$ cat src/rational_arithmetic_unit_top_macros.svh
// Assertion macros shared by the rational arithmetic unit.
`ifndef RATIONAL_ARITHMETIC_UNIT_TOP_MACROS_SVH
`define RATIONAL_ARITHMETIC_UNIT_TOP_MACROS_SVH

// Same-cycle implication, sampled on aclk and held off during reset.
`define RAU_ASSERT_NOW(lbl, ante, cons) \
    lbl: assert property (@(posedge aclk) disable iff (!aresetn) (ante) |-> (cons)) \
        else $error("rational unit: same-cycle check failed");

// Next-cycle implication, sampled on aclk and held off during reset.
`define RAU_ASSERT_NEXT(lbl, ante, cons) \
    lbl: assert property (@(posedge aclk) disable iff (!aresetn) (ante) |=> (cons)) \
        else $error("rational unit: next-cycle check failed");

`endif

$ cat src/rau_pkg.sv
// Package with widths, field layout and mode codes of the rational arithmetic unit.
`timescale 1ns / 1ps
`default_nettype none

package rau_pkg;

    localparam int OPERAND_WIDTH = 16;
    localparam int FIELD_W       = 16;
    localparam int MODE_W        = 3;
    localparam int NUM_W         = 33;
    localparam int DEN_W         = 31;

    localparam int MW = 2 * OPERAND_WIDTH;
    localparam int PW = (2 * OPERAND_WIDTH + 2 > 64) ? 64 : 2 * OPERAND_WIDTH + 2;
    localparam int SW = PW + 1;
    localparam int CW = $clog2(PW);

    localparam int ONW = (PW > NUM_W) ? PW : NUM_W;
    localparam int ODW = (PW > DEN_W) ? PW : DEN_W;

    localparam int S_TDATA_W = 72;
    localparam int M_TDATA_W = 64;
    localparam int M_TUSER_W = 2;

    typedef enum logic [MODE_W-1:0] {
        MODE_ADD     = 3'd0,
        MODE_SUB     = 3'd1,
        MODE_MUL     = 3'd2,
        MODE_DIV     = 3'd3,
        MODE_EQUAL   = 3'd4,
        MODE_GREATER = 3'd5,
        MODE_LESS    = 3'd6
    } rau_mode_t;

endpackage

`default_nettype wire

$ cat src/rational_arithmetic_unit_top.sv
// Top level of the rational arithmetic unit: sequencer around one multiplier and one adder.
//
// Each item carries two fractions and a mode (add, subtract, multiply, divide, equal,
// greater, less) and gives one result item. Arithmetic results are reduced by their
// greatest common divisor, carry the sign in the numerator and show zero as 0/1;
// compare modes answer in compare_true from exact cross products. A zero denominator,
// a division by zero or the unused mode code sets status with all other fields zero.
// The unit holds one item at a time: s_tready is high only while the sequencer is idle,
// and the result waits in the output register so the next item can enter meanwhile.
// An error item goes from idle straight to the output state, and a compare item leaves
// after the combine state. An arithmetic item also runs the binary GCD loop and two
// restoring divisions by the GCD, which take one bit per cycle each on the single shared
// adder, and the GCD loop does one shift, one swap or one subtract-and-shift per cycle
// on that same adder.
`timescale 1ns / 1ps
`default_nettype none

`include "rational_arithmetic_unit_top_macros.svh"

module rational_arithmetic_unit_top
    import rau_pkg::*;
(
    input  wire logic                 aclk,
    input  wire logic                 aresetn,
    input  wire logic                 s_tvalid,
    output logic                      s_tready,
    // mode[2:0], left_num[18:3], left_den[34:19], right_num[50:35], right_den[66:51]
    input  wire logic [S_TDATA_W-1:0] s_tdata,
    output logic                      m_tvalid,
    input  wire logic                 m_tready,
    // res_num[32:0], res_den[63:33]
    output logic [M_TDATA_W-1:0]      m_tdata,
    // compare_true[0], status[1]
    output logic [M_TUSER_W-1:0]      m_tuser
);

    typedef enum logic [3:0] {
        ST_IDLE, ST_MUL0, ST_MUL1, ST_MUL2, ST_COMB, ST_DNEG, ST_NNEG, ST_NABS,
        ST_GTWO, ST_GCD, ST_GFIX, ST_DIVN, ST_DIVD, ST_FIN, ST_OUT
    } state_t;

    state_t state_reg;

    rau_mode_t mode_reg;
    logic signed [OPERAND_WIDTH-1:0] ln_reg, ld_reg, rn_reg, rd_reg;
    logic signed [MW-1:0] p0_reg, p1_reg, pd_reg;
    logic [PW-1:0] n_reg, d_reg, u_reg, v_reg, q_reg, rem_reg;
    logic [CW-1:0] k_reg, cnt_reg;
    logic dneg_reg, neg_reg;
    logic [NUM_W-1:0] res_num_reg;
    logic [DEN_W-1:0] res_den_reg;
    logic res_cmp_reg, res_status_reg;
    logic m_valid_reg;
    logic [M_TDATA_W-1:0] m_data_reg;
    logic [M_TUSER_W-1:0] m_user_reg;

    logic [31:0] in_ln_w, in_ld_w, in_rn_w, in_rd_w;
    logic [OPERAND_WIDTH-1:0] in_ln, in_ld, in_rn, in_rd;
    logic [MODE_W-1:0] in_mode;
    logic in_error;

    assign in_mode = s_tdata[2:0];
    assign in_ln_w = 32'(s_tdata[18:3]);
    assign in_ld_w = 32'(s_tdata[34:19]);
    assign in_rn_w = 32'(s_tdata[50:35]);
    assign in_rd_w = 32'(s_tdata[66:51]);
    assign in_ln   = in_ln_w[OPERAND_WIDTH-1:0];
    assign in_ld   = in_ld_w[OPERAND_WIDTH-1:0];
    assign in_rn   = in_rn_w[OPERAND_WIDTH-1:0];
    assign in_rd   = in_rd_w[OPERAND_WIDTH-1:0];
    assign in_error = (in_ld == '0) || (in_rd == '0) || (in_mode > MODE_LESS) ||
                      ((in_mode == MODE_DIV) && (in_rn == '0));

    logic signed [OPERAND_WIDTH-1:0] mul_a, mul_b;
    logic signed [MW-1:0] mul_y;
    assign mul_y = mul_a * mul_b;

    logic [SW-1:0] add_a, add_b, add_y;
    logic add_sub;
    assign add_y = add_a + (add_sub ? ~add_b : add_b) + SW'(add_sub);

    always_comb begin
        mul_a = ln_reg;
        mul_b = rd_reg;
        unique case (state_reg)
            ST_MUL0: begin
                mul_a = ln_reg;
                mul_b = (mode_reg == MODE_MUL) ? rn_reg : rd_reg;
            end
            ST_MUL1: begin
                mul_a = rn_reg;
                mul_b = ld_reg;
            end
            ST_MUL2: begin
                mul_a = ld_reg;
                mul_b = (mode_reg == MODE_DIV) ? rn_reg : rd_reg;
            end
            default: begin
                mul_a = ln_reg;
                mul_b = rd_reg;
            end
        endcase
    end

    always_comb begin
        add_a   = '0;
        add_b   = '0;
        add_sub = 1'b1;
        unique case (state_reg)
            ST_COMB: begin
                add_a   = SW'(p0_reg);
                add_b   = SW'(p1_reg);
                add_sub = (mode_reg != MODE_ADD);
            end
            ST_DNEG: add_b = SW'(d_reg);
            ST_NNEG, ST_NABS, ST_FIN: add_b = SW'(n_reg);
            ST_GCD: begin
                add_a = SW'(u_reg);
                add_b = SW'(v_reg);
            end
            ST_DIVN, ST_DIVD: begin
                add_a = {rem_reg, q_reg[PW-1]};
                add_b = SW'(v_reg);
            end
            default: begin
                add_a   = '0;
                add_b   = '0;
                add_sub = 1'b1;
            end
        endcase
    end

    logic cmp_lt, cmp_eq, cmp_gt, cmp_flip, cmp_r;
    assign cmp_lt   = add_y[SW-1];
    assign cmp_eq   = (add_y == '0);
    assign cmp_gt   = !cmp_lt && !cmp_eq;
    assign cmp_flip = ld_reg[OPERAND_WIDTH-1] ^ rd_reg[OPERAND_WIDTH-1];

    always_comb begin
        case (mode_reg)
            MODE_EQUAL:   cmp_r = cmp_eq;
            MODE_GREATER: cmp_r = cmp_flip ? cmp_lt : cmp_gt;
            default:      cmp_r = cmp_flip ? cmp_gt : cmp_lt;
        endcase
    end

    logic div_ok;
    logic [PW-1:0] q_next, rem_next;
    assign div_ok   = !add_y[SW-1];
    assign q_next   = {q_reg[PW-2:0], div_ok};
    assign rem_next = div_ok ? add_y[PW-1:0] : add_a[PW-1:0];

    logic signed [PW-1:0] fin_num;
    assign fin_num = neg_reg ? add_y[PW-1:0] : n_reg;

    logic m_free;
    assign m_free = !m_valid_reg || m_tready;

    always_ff @(posedge aclk) begin
        if (!aresetn) begin
            state_reg   <= ST_IDLE;
            m_valid_reg <= 1'b0;
        end else begin
            if (m_valid_reg && m_tready && (state_reg != ST_OUT)) begin
                m_valid_reg <= 1'b0;
            end
            unique case (state_reg)
                ST_IDLE: begin
                    if (s_tvalid) begin
                        mode_reg <= rau_mode_t'(in_mode);
                        ln_reg   <= in_ln;
                        ld_reg   <= in_ld;
                        rn_reg   <= in_rn;
                        rd_reg   <= in_rd;
                        if (in_error) begin
                            res_num_reg    <= '0;
                            res_den_reg    <= '0;
                            res_cmp_reg    <= 1'b0;
                            res_status_reg <= 1'b1;
                            state_reg      <= ST_OUT;
                        end else begin
                            state_reg <= ST_MUL0;
                        end
                    end
                end
                ST_MUL0: begin
                    p0_reg    <= mul_y;
                    state_reg <= ST_MUL1;
                end
                ST_MUL1: begin
                    p1_reg    <= mul_y;
                    state_reg <= ST_MUL2;
                end
                ST_MUL2: begin
                    pd_reg    <= mul_y;
                    state_reg <= ST_COMB;
                end
                ST_COMB: begin
                    if (mode_reg >= MODE_EQUAL) begin
                        res_num_reg    <= '0;
                        res_den_reg    <= '0;
                        res_cmp_reg    <= cmp_r;
                        res_status_reg <= 1'b0;
                        state_reg      <= ST_OUT;
                    end else begin
                        if (mode_reg == MODE_ADD || mode_reg == MODE_SUB) begin
                            n_reg <= add_y[PW-1:0];
                        end else begin
                            n_reg <= PW'(p0_reg);
                        end
                        d_reg     <= PW'(pd_reg);
                        state_reg <= ST_DNEG;
                    end
                end
                ST_DNEG: begin
                    dneg_reg <= d_reg[PW-1];
                    if (d_reg[PW-1]) begin
                        d_reg <= add_y[PW-1:0];
                    end
                    state_reg <= ST_NNEG;
                end
                ST_NNEG: begin
                    if (dneg_reg) begin
                        n_reg <= add_y[PW-1:0];
                    end
                    state_reg <= ST_NABS;
                end
                ST_NABS: begin
                    neg_reg <= n_reg[PW-1];
                    if (d_reg == '0) begin
                        res_num_reg    <= '0;
                        res_den_reg    <= '0;
                        res_cmp_reg    <= 1'b0;
                        res_status_reg <= 1'b1;
                        state_reg      <= ST_OUT;
                    end else begin
                        if (n_reg[PW-1]) begin
                            n_reg <= add_y[PW-1:0];
                            u_reg <= add_y[PW-1:0];
                        end else begin
                            u_reg <= n_reg;
                        end
                        v_reg     <= d_reg;
                        k_reg     <= '0;
                        state_reg <= ST_GTWO;
                    end
                end
                ST_GTWO: begin
                    if (u_reg == '0) begin
                        rem_reg   <= '0;
                        q_reg     <= n_reg;
                        cnt_reg   <= CW'(PW - 1);
                        state_reg <= ST_DIVN;
                    end else if (!u_reg[0] && !v_reg[0]) begin
                        u_reg <= u_reg >> 1;
                        v_reg <= v_reg >> 1;
                        k_reg <= k_reg + CW'(1);
                    end else begin
                        state_reg <= ST_GCD;
                    end
                end
                ST_GCD: begin
                    if (u_reg == '0) begin
                        state_reg <= ST_GFIX;
                    end else if (!u_reg[0]) begin
                        u_reg <= u_reg >> 1;
                    end else if (!v_reg[0]) begin
                        v_reg <= v_reg >> 1;
                    end else if (add_y[SW-1]) begin
                        u_reg <= v_reg;
                        v_reg <= u_reg;
                    end else begin
                        u_reg <= add_y[PW:1];
                    end
                end
                ST_GFIX: begin
                    if (k_reg != '0) begin
                        v_reg <= v_reg << 1;
                        k_reg <= k_reg - CW'(1);
                    end else begin
                        rem_reg   <= '0;
                        q_reg     <= n_reg;
                        cnt_reg   <= CW'(PW - 1);
                        state_reg <= ST_DIVN;
                    end
                end
                ST_DIVN: begin
                    if (cnt_reg == '0) begin
                        n_reg     <= q_next;
                        rem_reg   <= '0;
                        q_reg     <= d_reg;
                        cnt_reg   <= CW'(PW - 1);
                        state_reg <= ST_DIVD;
                    end else begin
                        rem_reg <= rem_next;
                        q_reg   <= q_next;
                        cnt_reg <= cnt_reg - CW'(1);
                    end
                end
                ST_DIVD: begin
                    if (cnt_reg == '0) begin
                        d_reg     <= q_next;
                        state_reg <= ST_FIN;
                    end else begin
                        rem_reg <= rem_next;
                        q_reg   <= q_next;
                        cnt_reg <= cnt_reg - CW'(1);
                    end
                end
                ST_FIN: begin
                    res_num_reg    <= NUM_W'(ONW'(fin_num));
                    res_den_reg    <= DEN_W'(ODW'(d_reg));
                    res_cmp_reg    <= 1'b0;
                    res_status_reg <= 1'b0;
                    state_reg      <= ST_OUT;
                end
                ST_OUT: begin
                    if (m_free) begin
                        m_data_reg  <= {res_den_reg, res_num_reg};
                        m_user_reg  <= {res_status_reg, res_cmp_reg};
                        m_valid_reg <= 1'b1;
                        state_reg   <= ST_IDLE;
                    end
                end
                default: begin
                    state_reg <= ST_IDLE;
                end
            endcase
        end
    end

    assign s_tready = (state_reg == ST_IDLE);
    assign m_tvalid = m_valid_reg;
    assign m_tdata  = m_data_reg;
    assign m_tuser  = m_user_reg;

    `RAU_ASSERT_NEXT(a_busy_after_accept, s_tvalid && s_tready, !s_tready)
    `RAU_ASSERT_NOW(a_error_fields_zero, m_tvalid && m_tuser[1],
        (m_tdata == '0) && !m_tuser[0])
    `RAU_ASSERT_NOW(a_compare_fields_zero, m_tvalid && m_tuser[0],
        (m_tdata == '0) && !m_tuser[1])
    `RAU_ASSERT_NOW(a_gcd_divisor_nonzero,
        state_reg == ST_GCD || state_reg == ST_GFIX || state_reg == ST_DIVN, v_reg != '0)

endmodule

`default_nettype wire

$ cat config.mk
export PLATFORM = sky130hd
export DESIGN_NAME = rational_arithmetic_unit_top
export DESIGN_NICKNAME = d
export VERILOG_FILES = /design/src/rau_pkg.sv /design/src/rational_arithmetic_unit_top.sv
export VERILOG_INCLUDE_DIRS = /design/src /design/src/src
export SDC_FILE = /design/constraint.sdc
export NUM_CORES = 2
export LEC_CHECK = 0
export BUFFER_PORTS_ARGS = -buffer_cell sky130_fd_sc_hd__buf_2
export CELL_PAD_IN_SITES_DETAIL_PLACEMENT = 0
export CELL_PAD_IN_SITES_GLOBAL_PLACEMENT = 1
export CORE_MARGIN = 10
export CORE_UTILIZATION = 55
export CTS_BUF_LIST = sky130_fd_sc_hd__clkbuf_8
export DETAILED_ROUTE_END_ITERATION = 10
export PLACE_DENSITY = 0.86
export SLEW_MARGIN = 40
export SYNTH_ARGS = -nofsm -noshare
export SYNTH_HDL_FRONTEND = slang
export SYNTH_SLANG_ARGS = --single-unit
$ cat constraint.sdc
create_clock -name aclk -period 20.6 [get_ports aclk]
set_input_delay 2.06 -clock aclk [delete_from_list [all_inputs] [get_ports aclk]]
set_output_delay 2.06 -clock aclk [all_outputs]
set_load 0.05 [all_outputs]
==> reports/metrics.cfg <==
[status]
status=finished, final reports clean

[global_route]
grt_pass1_wl_um=177000
antenna_found_initial=4
use_met3=0.0666
grt.busiest_layer=met2
grt_pass1_vias=29600
use_met1=0.362
grt_max_degree=77
grt_util_met2=0.485
grt-ovfl-total=0
grtUsageTotal=0.297

[sta]
post-route-period-util=0.451
fmax_mhz=108
setup_viol=0
setup_slack_ns=11.31
rsz0062_at_grt=no
slew_violations=0
hold_slack_ns=0.408
period_needed_ns=9.29
skew_ns=0.0319
relSlewSlack=0.339
tns_ns=0
finalHoldViolations=0
tightest_slew_ns=0.982

[route]
wl_um=116000
drc=0
antenna_left=0
drt_iter0_markers=4134
vias=28700
wl_per_cell_um=26.0
vias_per_cell=6.41
firstDrtPassIters=10

[job]
drv_cap=0

[yosys]
synth_top_cell_by_area=edfxtp_1
synth_cell_types=88
ys_ff_latch=518
synthCells=3457
ys_seq_area_frac=0.429
avgSynthCellArea_um2=10.5
yosys_most_used_dff=edfxtp_1
ys_async_sr_fraction=0
ys_warn_count=0
synth_edf_count=513
syn-num-nets=3917
synthTopCellsByArea=edfxtp_1 (43%), fa_1 (15%), nand2_1 (4.4%)
yosysTopAreaCellShare=0.426
syn_area_um2=36100

[critical_path]
reg2reg_slack_ns=11.31
critPathKind=register to register
start_kind=register
cp_slowest_cell=a2111oi_1
crit_top_cell=fa_1
cp.arrival_ns=9.75
endpoint_kind=register
critPathMaxFanout=47
cp_slowest_stage_delay_ns=0.87
cp.required_ns=21.06

[finish]
seq_area_um2=15500
largest_reg_flops=64
multiInputGateArea_um2=18700
nFillCells=5296
drive_gt1_frac=0.116
final_nets=4027
area_delta_synth_final_pct=9.77

[floorplanning]
top_level_ports=144
die_w_um=276
core_area_um2=64800
placementRows=93
start_util=0.558
dieArea_um2=76400
chipHeight_um=276

[clock_tree]
cts_resized=0
path_clk_slew_ns=0.07
cts_buffer_depth=3
post_cts_buffers=0
clock_latency_ns=0.73
htree_levels=3
clkSinkCount=518
cts_hold_buf=0
cts_made_buffers=87
cts_tree=built
cts_root_buf=clkbuf_8

[place]
dpl.hpwl_um=81300
place_ws_ns=11.31
gp_congestion=0.938
port_buffers=138

[hold_path]
hold_class=register to register

## logic make-up (layout without fill, tap and decap cells)
kind of cell	Yosys count	count (layout)	share of synthesized area
DFF	518	518	0.429
buffers and inverters	595	766	0.0621
and+or+nand+nor	1032	1032	0.125
xor gates and xnor gates	108	108	0.0264
AOI/OAI and AO/OA	722	722	0.141
muxes	98	98	0.0280
other	0	3	0
adders and majority gates	384	384	0.188
## metal layers
layer | share of wire | vias up | wire, µm
li1 | - | 12500 | -
met1 | 0.36 | 13900 | 41900
met2 | 0.47 | 1920 | 54800
met3 | 0.11 | 436 | 13300
met4 | 0.055 | 0 | 6460
met5 | 0 | - | 0
## synthesized netlist by cell type, types with 11 or more instances
library cell and n:
edfxtp_1 513, nand2_1 424, inv_1 405, nor2_1 356
fa_1 264, a21oi_1 188, clkbuf_1 169, ha_1 120
a222oi_1 110, o21ai_0 101, mux2i_1 76, a22oi_1 62
and2_1 54, xnor2_1 54, xor2_1 53, a21o_1 42
a221oi_1 40, nor4_1 37, a31oi_1 33, nand3_1 28
nor3_1 25, mux2_2 21, o221ai_1 20, nand2b_1 19
or2_2 19, buf_1 18, a211oi_1 17, o21a_1 13
o21bai_1 13, nand4_1 12, nor2b_1 11
## worst max-delay path, delay by kind of cell, from the launching register on
family / cells / cell delay (ns)
XOR/XNOR: 1 / 0.27
adder cells (fa/ha/maj): 7 / 3.39
flip-flops: 1 / 0.31
buffers and inverters: 7 / 1.25
AND/OR/NAND/NOR: 6 / 1.17
AO/OA/AOI/OAI: 9 / 2.64
## layout by cell type, fill, tap and decap left out, types with 19 or more instances in the layout
cell	Yosys	routed
inv_1	405	431
nor4_1	37	36
nor3_1	25	21
ha_1	120	120
nand3_1	28	28
o21ai_0	101	101
clkbuf_8	0	89
nand2_1	424	422
a222oi_1	110	110
and2_1	54	53
nor2_1	356	343
or2_2	19	19
a22oi_1	62	62
edfxtp_1	513	513
a221oi_1	40	40
a21oi_1	188	183
mux2i_1	76	76
o221ai_1	20	20
buf_2	1	138
mux2_2	21	21
fa_1	264	264
xor2_1	53	52
buf_4	1	65
a31oi_1	33	33
a21o_1	42	42
xnor2_1	54	49
## layout make-up
type / count / area share
Multi-Input combinational cell: 2344 / 0.470
Antenna cell: 3 / 0.000189
Tap cell: 855 / 0.0270
Timing Repair Buffer: 211 / 0.0342
Inverter: 405 / 0.0383
Clock buffer: 89 / 0.0309
Sequential cell: 518 / 0.391
Clock inverter: 61 / 0.00858
## path summary, 6_finish.rpt
path / startpoint / end / cells after the start
worst max-delay path: state_reg[0] / p1_reg[31] / 30
worst max register to register: state_reg[0] / p1_reg[31] / 30
worst min-delay path: res_num_reg[17] / m_tdata[17] / 0
worst min register to register: res_num_reg[17] / m_tdata[17] / 0
## metrics by stage
stage	cells	instance area (µm²)	utilization
finish	4486	39700	0.612
CTS	4481	39600	0.611
floorplan	3457	36100	-
detailed placement	4331	38000	0.587
global placement	4326	37800	0.584
global route	4484	39700	0.612
Power is left out: the tool's default activity adds up to more than one toggle a clock period on the data nets, which glitch-free logic cannot reach.
